[src/rtl/core/i2cras_pkg.sv]
`default_nettype none
package i2cras_pkg;

  // sizes
  localparam int BUFFER_BYTES_DEF = 16;
  localparam int MAX_LEN          = 16;

  // address byte forms
  localparam logic [7:0] ADDR_WR_MASK = 8'hFE;
  localparam logic [7:0] ADDR_RD_BIT  = 8'h01;

  // request opcodes
  localparam logic [1:0] OP_LOAD        = 2'd0;
  localparam logic [1:0] OP_START_READ  = 2'd1;
  localparam logic [1:0] OP_START_WRITE = 2'd2;
  localparam logic [1:0] OP_BUS_EVENT   = 2'd3;

  // sequencer phases
  localparam logic [2:0] PH_IDLE    = 3'd0;
  localparam logic [2:0] PH_REGADDR = 3'd1;
  localparam logic [2:0] PH_RSTART  = 3'd2;
  localparam logic [2:0] PH_DUMMY   = 3'd3;
  localparam logic [2:0] PH_READ    = 3'd4;
  localparam logic [2:0] PH_WRITE   = 3'd5;

  // start kinds
  localparam logic [1:0] START_NONE    = 2'd0;
  localparam logic [1:0] START_TAKE    = 2'd1;
  localparam logic [1:0] START_REPEAT  = 2'd2;

  // end codes
  localparam logic [2:0] END_RUN   = 3'd0;
  localparam logic [2:0] END_NOACK = 3'd1;
  localparam logic [2:0] END_READ  = 3'd2;
  localparam logic [2:0] END_WRITE = 3'd3;
  localparam logic [2:0] END_BUSY  = 3'd4;

  typedef struct packed {
    logic [1:0] opcode;
    logic [3:0] buffer_index;
    logic [7:0] buffer_byte;
    logic [7:0] register_address;
    logic [4:0] transfer_length;
    logic       bus_busy;
    logic       ack_received;
    logic [7:0] received_byte;
  } in_item_t;

  typedef struct packed {
    logic       send_valid;
    logic [7:0] send_byte;
    logic [1:0] start_kind;
    logic       receive_mode;
    logic       nack_next;
    logic       stop;
    logic       read_valid;
    logic [3:0] read_index;
    logic [7:0] read_byte;
    logic [2:0] end_code;
  } out_item_t;

  typedef struct packed {
    logic [2:0] phase;
    logic       is_read;
    logic [4:0] byte_count;
    logic [4:0] length;
    logic [7:0] reg_addr;
  } seq_state_t;

endpackage
`default_nettype wire

[src/rtl/core/i2cras_wbuf.sv]
`default_nettype none
module i2cras_wbuf #(
  parameter int WIDTH = 8,
  parameter int DEPTH = 16,
  parameter int AW    = 4
) (
  input  wire logic             clk,
  input  wire logic             we,
  input  wire logic [AW-1:0]    waddr,
  input  wire logic [WIDTH-1:0] wdata,
  input  wire logic [AW-1:0]    raddr,
  output logic [WIDTH-1:0]      rdata
);

  logic [WIDTH-1:0] buf_r [DEPTH];
  logic [WIDTH-1:0] rdata_r;

  // byte store, contents undefined until loaded
  always_ff @(posedge clk) begin
    if (we) begin
      buf_r[waddr] <= wdata;
    end
  end

  // registered read, write-first when both ports hit the same slot
  always_ff @(posedge clk) begin
    if (we && waddr == raddr) begin
      rdata_r <= wdata;
    end else begin
      rdata_r <= buf_r[raddr];
    end
  end

  assign rdata = rdata_r;

endmodule
`default_nettype wire

[src/rtl/core/i2cras_step.sv]
`default_nettype none
module i2cras_step #(
  parameter int DEPTH = 16
) (
  input  wire i2cras_pkg::in_item_t   item,
  input  wire i2cras_pkg::seq_state_t state,
  input  wire logic [6:0]             dev_addr,
  input  wire logic [7:0]             buf_rdata,
  output i2cras_pkg::out_item_t       result,
  output i2cras_pkg::seq_state_t      state_nxt
);
  import i2cras_pkg::*;

  localparam logic [4:0] WR_CAP  = 5'(DEPTH);
  localparam logic [4:0] RD_CAP  = 5'(MAX_LEN);

  logic [7:0] wr_addr_byte;
  logic [7:0] rd_addr_byte;
  logic [4:0] len_clip;
  logic [5:0] cnt_p1;
  logic [5:0] cnt_p2;
  logic [5:0] len_ext;

  assign wr_addr_byte = {dev_addr, 1'b0} & ADDR_WR_MASK;
  assign rd_addr_byte = {dev_addr, 1'b0} | ADDR_RD_BIT;
  assign cnt_p1       = {1'b0, state.byte_count} + 6'd1;
  assign cnt_p2       = {1'b0, state.byte_count} + 6'd2;
  assign len_ext      = {1'b0, state.length};

  // length clipping for a new transfer
  always_comb begin
    len_clip = (item.transfer_length > RD_CAP) ? RD_CAP : item.transfer_length;
    if (item.opcode == OP_START_READ) begin
      if (len_clip == 5'd0) begin
        len_clip = 5'd1;
      end
    end else if (len_clip > WR_CAP) begin
      len_clip = WR_CAP;
    end
  end

  // one request: result fields and next sequencer state
  always_comb begin
    result    = '0;
    state_nxt = state;
    if (item.opcode inside {OP_START_READ, OP_START_WRITE}) begin
      if (item.bus_busy || state.phase != PH_IDLE) begin
        result.end_code = END_BUSY;
      end else begin
        state_nxt.is_read    = (item.opcode == OP_START_READ);
        state_nxt.length     = len_clip;
        state_nxt.reg_addr   = item.register_address;
        state_nxt.byte_count = 5'd0;
        state_nxt.phase      = PH_REGADDR;
        result.send_valid    = 1'b1;
        result.send_byte     = wr_addr_byte;
        result.start_kind    = START_TAKE;
      end
    end else if (item.opcode == OP_BUS_EVENT) begin
      // missing ack ends the regaddr, rstart, dummy and write phases with a fault
      if (!item.ack_received && state.phase inside {PH_REGADDR, PH_RSTART, PH_DUMMY,
                                                     PH_WRITE}) begin
        result.stop     = 1'b1;
        result.end_code = END_NOACK;
        state_nxt.phase = PH_IDLE;
      end else begin
        case (state.phase)
          PH_IDLE: begin
            state_nxt.phase = PH_IDLE;
          end
          PH_REGADDR: begin
            result.send_valid = 1'b1;
            result.send_byte  = state.reg_addr;
            state_nxt.phase   = state.is_read ? PH_RSTART : PH_WRITE;
          end
          PH_RSTART: begin
            result.send_valid = 1'b1;
            result.send_byte  = rd_addr_byte;
            result.start_kind = START_REPEAT;
            state_nxt.phase   = PH_DUMMY;
          end
          PH_DUMMY: begin
            result.receive_mode = 1'b1;
            result.nack_next    = (state.length <= 5'd1);
            state_nxt.phase     = PH_READ;
          end
          PH_READ: begin
            result.read_valid = 1'b1;
            result.read_index = state.byte_count[3:0];
            result.read_byte  = item.received_byte;
            if (cnt_p1 >= len_ext) begin
              result.stop     = 1'b1;
              result.end_code = END_READ;
              state_nxt.phase = PH_IDLE;
            end else begin
              result.nack_next     = (cnt_p2 == len_ext);
              state_nxt.byte_count = cnt_p1[4:0];
            end
          end
          PH_WRITE: begin
            if (state.byte_count >= state.length) begin
              result.stop     = 1'b1;
              result.end_code = END_WRITE;
              state_nxt.phase = PH_IDLE;
            end else begin
              result.send_valid    = 1'b1;
              result.send_byte     = buf_rdata;
              state_nxt.byte_count = cnt_p1[4:0];
            end
          end
          default: begin
            state_nxt.phase = PH_IDLE;
          end
        endcase
      end
    end
  end

endmodule
`default_nettype wire

[src/rtl/core/i2c_register_access_sequencer.sv]
`default_nettype none
// I2C master register access sequencer.
// Requests arrive on the in_ channel (valid/stall) as one packed item: a write
// buffer load, a start read, a start write or a bus event. Each request gives
// exactly one result on the out_ channel, telling the master what to do next
// (send a byte, START or repeated START, receive mode, NACK, STOP) and any
// received byte or end code.
// The device address is set through cfg_we/cfg_wdata; the user must write it
// only while no transfer runs, as the block itself does not enforce this.
// A taken request sits in the input register, is decoded against the
// sequencer state by a single pass of logic and lands in the result register.
// One request is taken every cycle while in_stall is low.
// When the receiver stalls, the result register holds; the input register
// keeps taking a request until it too is full, and then in_stall rises.
// Reset clears the sequencer to idle and the device address to zero; the
// write buffer is not cleared and must be loaded before a write uses it.
module i2c_register_access_sequencer #(
  parameter int BUFFER_BYTES = i2cras_pkg::BUFFER_BYTES_DEF
) (
  input  wire logic                 clk,
  input  wire logic                 rst_n,
  input  wire logic                 in_valid,
  output logic                      in_stall,
  input  wire i2cras_pkg::in_item_t in_data,
  output logic                      out_valid,
  input  wire logic                 out_stall,
  output i2cras_pkg::out_item_t     out_data,
  input  wire logic                 cfg_we,
  input  wire logic [6:0]           cfg_wdata
);
  import i2cras_pkg::*;

  localparam int DEPTH = (BUFFER_BYTES < MAX_LEN) ? BUFFER_BYTES : MAX_LEN;
  localparam int AW    = (DEPTH > 1) ? $clog2(DEPTH) : 1;
  localparam logic [8:0] SLOTS = 9'(BUFFER_BYTES);

  logic          s1_valid_r;
  in_item_t      s1_item_r;
  logic          out_valid_r;
  out_item_t     out_data_r;
  seq_state_t    state_r;
  seq_state_t    state_nxt;
  out_item_t     result;
  logic [6:0]    dev_addr_r;
  logic          adv;
  logic          proc;
  logic          buf_we;
  logic [AW-1:0] buf_raddr;
  logic [7:0]    buf_rdata;

  // the result register can take a new result
  assign adv      = !out_valid_r || !out_stall;
  assign proc     = s1_valid_r && adv;
  assign in_stall = s1_valid_r && !adv;

  // input register
  always_ff @(posedge clk) begin
    if (!rst_n) begin
      s1_valid_r <= 1'b0;
    end else if (!in_stall) begin
      s1_valid_r <= in_valid;
    end
  end

  always_ff @(posedge clk) begin
    if (!in_stall && in_valid) begin
      s1_item_r <= in_data;
    end
  end

  // device address register
  always_ff @(posedge clk) begin
    if (!rst_n) begin
      dev_addr_r <= 7'd0;
    end else if (cfg_we) begin
      dev_addr_r <= cfg_wdata;
    end
  end

  // write buffer
  assign buf_we = proc && (s1_item_r.opcode == OP_LOAD) &&
                  ({5'd0, s1_item_r.buffer_index} < SLOTS);

  // fetch the slot the sequencer will point at after this edge
  assign buf_raddr = proc ? state_nxt.byte_count[AW-1:0] : state_r.byte_count[AW-1:0];

  i2cras_wbuf #(
    .WIDTH (8),
    .DEPTH (DEPTH),
    .AW    (AW)
  ) u_wbuf (
    .clk   (clk),
    .we    (buf_we),
    .waddr (s1_item_r.buffer_index[AW-1:0]),
    .wdata (s1_item_r.buffer_byte),
    .raddr (buf_raddr),
    .rdata (buf_rdata)
  );

  // request decode
  i2cras_step #(
    .DEPTH (DEPTH)
  ) u_step (
    .item      (s1_item_r),
    .state     (state_r),
    .dev_addr  (dev_addr_r),
    .buf_rdata (buf_rdata),
    .result    (result),
    .state_nxt (state_nxt)
  );

  // sequencer state
  always_ff @(posedge clk) begin
    if (!rst_n) begin
      state_r <= '0;
    end else if (proc) begin
      state_r <= state_nxt;
    end
  end

  // result register
  always_ff @(posedge clk) begin
    if (!rst_n) begin
      out_valid_r <= 1'b0;
    end else if (adv) begin
      out_valid_r <= s1_valid_r;
    end
  end

  always_ff @(posedge clk) begin
    if (proc) begin
      out_data_r <= result;
    end
  end

  assign out_valid = out_valid_r;
  assign out_data  = out_data_r;

  // a stop always returns the sequencer to idle
  assert property (@(posedge clk) disable iff (!rst_n)
    proc && result.stop |=> state_r.phase == PH_IDLE)
    else $error("stop issued but sequencer not idle");

  // byte position never passes the latched length
  assert property (@(posedge clk) disable iff (!rst_n)
    state_r.byte_count <= state_r.length)
    else $error("byte count beyond transfer length");

  // a received byte is only returned from the read phase
  assert property (@(posedge clk) disable iff (!rst_n)
    proc && result.read_valid |-> state_r.phase == PH_READ)
    else $error("read byte outside read phase");

endmodule
`default_nettype wire

[config.mk]
export PLATFORM = sky130hd
export DESIGN_NAME = i2c_register_access_sequencer
export DESIGN_NICKNAME = d
export VERILOG_FILES = /design/src/rtl/core/i2cras_pkg.sv /design/src/rtl/core/i2cras_wbuf.sv /design/src/rtl/core/i2cras_step.sv /design/src/rtl/core/i2c_register_access_sequencer.sv
export SDC_FILE = /design/constraint.sdc
export NUM_CORES = 1
export LEC_CHECK = 0
export BUFFER_PORTS_ARGS = -buffer_cell sky130_fd_sc_hd__buf_2
export CAP_MARGIN = 20
export CORE_MARGIN = 3
export CORE_UTILIZATION = 55
export CTS_BUF_LIST = sky130_fd_sc_hd__clkbuf_4
export DETAILED_ROUTE_END_ITERATION = 8
export GPL_TIMING_DRIVEN = 0
export PLACE_DENSITY_LB_ADDON = 0.05
export SYNTH_ARGS = -nofsm -noshare
export SYNTH_HDL_FRONTEND = slang
export SYNTH_SLANG_ARGS = --single-unit
export TNS_END_PERCENT = 10
[constraint.sdc]
create_clock -name clk -period 8.05 [get_ports clk]
set_clock_uncertainty 0.05 [all_clocks]
set_input_delay 0 -clock clk [delete_from_list [all_inputs] [get_ports clk]]
set_output_delay 0 -clock clk [all_outputs]
set_load 0.03 [all_outputs]
==> impl_metrics.yaml <==
timing:
  max_freq_mhz: 312.8
  fin_crit_ps: 3197
  fin_crit_sh: 0.3971
  hold_viol: 0
  finalSetupViolCount: 0
  slew_viol_final: 0
  max-slew-margin-rel: 0.3674
  rsz0062_at_grt: "false"
  worstMarginPinSlew_ps: 945.4
  fin_tns_setup_ps: 0
  fin_ws_ps: 4853
  timing.hold.ws_ps: 159.8
cells_and_area:
  num-nets-final: 860
  drive_gt1_frac: 0.2663
  final_core_util: 0.7108
  area_growth_pct: 26.18
synth:
  synth.distinct_cells: 58
  synth_area_um2: 9375
  synth_commonest_cells: "195 x edfxtp_1, 49 x nand2_1, 35 x dfxtp_1, 24 x nor2_1, 23 x mux4_1"
  synth_area_leaders: "edfxtp_1 62%, dfxtp_1 7.5%, mux4_1 6.4%, mux4_2 4.1%, ha_1 2.0%"
  synth_nets: 626
  yosysWarnings: 0
  synthCells: 562
  ys.flop_type: "edfxtp_1"
  synth.top_cell.area_share: 0.6246
  ys_ff_latch: 230
  seq_area_frac_synth: 0.6993
  ys_async_sr_fraction: 0
  avgSynthCellArea_um2: 16.68
  yosysMostFrequentCell: "edfxtp_1"
  synth_largest_area_cell: "edfxtp_1"
  synth_edf_count: 195
worst_setup_path:
  cp_data_arrival_time_ps: 3730
  end_kind: "flip-flop"
  critPathMaxFanout: 10
  crit_type: "reg -> reg"
  crit_path_start_kind: "flip-flop"
  cp.required_ps: 8590
clock_network:
  cts_tree: "yes"
  cts_max_path_buffers: 3
  worstSkewPairLatency_ps: 680
  clkSinkCount: 230
  cts_resized: 0
  clkTransAtPathRegs_ps: 70
  cts_max_level: 2
  cts_root_buf: "clkbuf_4"
  numCtsBuffers: 57
  cts_setup_buffers: 0
place:
  portBuffers: 78
  place_hpwl_um: 13120
  place_ws_ps: 4935
  routabilityCongestion: 0.8652
status:
  outcome: "complete, no violations"
grt:
  grt_max_degree: 34
  antenna_found_initial: 1
  grt_pass1_vias: 6049
  grt_usage: 0.2389
  grt_overflow_total: 0
  grt_pass1_wl_um: 33310
detailed_routing:
  detail-route-antenna-nets: 0
  drc: 0
  drt-initial-drc-count: 444
  vias: 5863
  routedWlPerCell_um: 19.99
  wirelength_um: 21310
  drtPass1Iterations: 7
  via_per_inst: 5.500
die:
  die_h_um: 136.6
  die_x_um: 136.6
  start_util: 0.5633
  fp-row-count: 47
  core_um2: 16640
  die_area_um2: 18650
  num_io_pins: 81
power_and_ir_drop:
  vdd_ir_drop_max_mv: 0.1736
  p_leak_uw: 0.004309
  p_total_uw: 2461
  power_density_nw_per_um2: 208.0
min_path:
  hold_path_class: "in -> reg"
job:
  cap_violations: 0
[state kept, by name, summed over array words and instances (netlist names), named ones only]
name          count
dev_addr_r        7
out_data         30
out_valid         1
s1_item_r        37
s1_valid_r        1
state_r          22
u_wbuf.buf_r    128
[stage by stage]
step | instances | instance area [um^2]
finish | 1066 | 11830
CTS | 1065 | 11830
global route | 1066 | 11830
floorplan | 562 | 9375
global placement | 860 | 10040
detailed placement | 864 | 10120
[critical path, cell delays in order (launching register included)]
cell	delay, ps
dfxtp_1	570
ha_1	360
nand2_1	100
xnor2_1	260
inv_1	80
ha_1	290
a21o_1	170
a21oi_1	210
a21boi_1	140
o41a_1	460
o21ai_2	220
mux2i_1	210
[logic make-up (layout without fill, tap and decap cells)]
family / after synthesis / count (layout) / synth area share
AO/OA/AOI/OAI: 70 / 70 / 0.05472
XOR/XNOR: 4 / 4 / 0.003736
adder cells (fa/ha/maj): 15 / 15 / 0.02002
buffers and inverters: 40 / 323 / 0.02269
flip-flops: 230 / 230 / 0.6993
multiplexers: 49 / 49 / 0.1149
other: 0 / 1 / 0
AND/OR/NAND/NOR: 154 / 154 / 0.08461
[final cells by class]
type	count	area, um^2
flip-flops and latches	230	6556
clock inverters	18	105.1
multi-input cells	292	2631
fillers	1122	4812
plain buffers	24	152.6
repair buffers	175	1371
inverters	16	60.06
well taps	220	275.3
diodes	1	2.502
clock buffers	90	675.6
[per-layer routing]
metal	vias up	GRT usage	part of all wire
li1	2713	-	-
met1	2873	0.3405	0.44
met2	242	0.3716	0.47
met3	35	0.05993	0.081
met4	0	0.06775	0.016
met5	-	0	0
[timing repair]
| item | 4_1_cts | 5_1_grt |
|---|---|---|
| endpoints found under the setup margin | 0 | 0 |
| hold endpoints to repair | 129 | 0 |
| hold buffers | 93 | 0 |
[worst paths after layout]
kind | slack [ps] | depth (start not counted) | endpoint | start
max | 4850 | 11 | state_r[19] | state_r[15]
min reg2reg | 410 | 2 | state_r[0] | state_r[0]
max reg2reg | 4850 | 11 | state_r[19] | state_r[15]
min | 160 | 4 | out_valid | out_stall
[power by group]
| part | internal (uW) | leakage [uW] | switching, uW |
|---|---|---|---|
| registers | 1320 | 0.00208 | 20.5 |
| logic | 62.0 | 0.00177 | 62.3 |
| clock network | 542 | 0.000461 | 458 |
| total | 1920 | 0.00431 | 540 |
[layout by cell type (no fill, tap or decap), drive strengths merged, types with 3 or more instances in the layout]
cell type	count
edfxtp	195
clkbuf	100
buf	96
dlygate4sd3	93
nand2	50
mux4	40
dfxtp	35
nor2	24
inv	16
clkinv	16
a21boi	16
ha	15
nand3	13
and2	13
nor2b	13
a21oi	12
mux2i	9
nand2b	9
o21ai	8
nor3	8
and3	7
o22ai	7
a22oi	7
xnor2	4
nor4	4
a21o	3
o21a	3
nand3b	3
a31o	3
o2111ai	3
(Power assumes the default switching activity.)
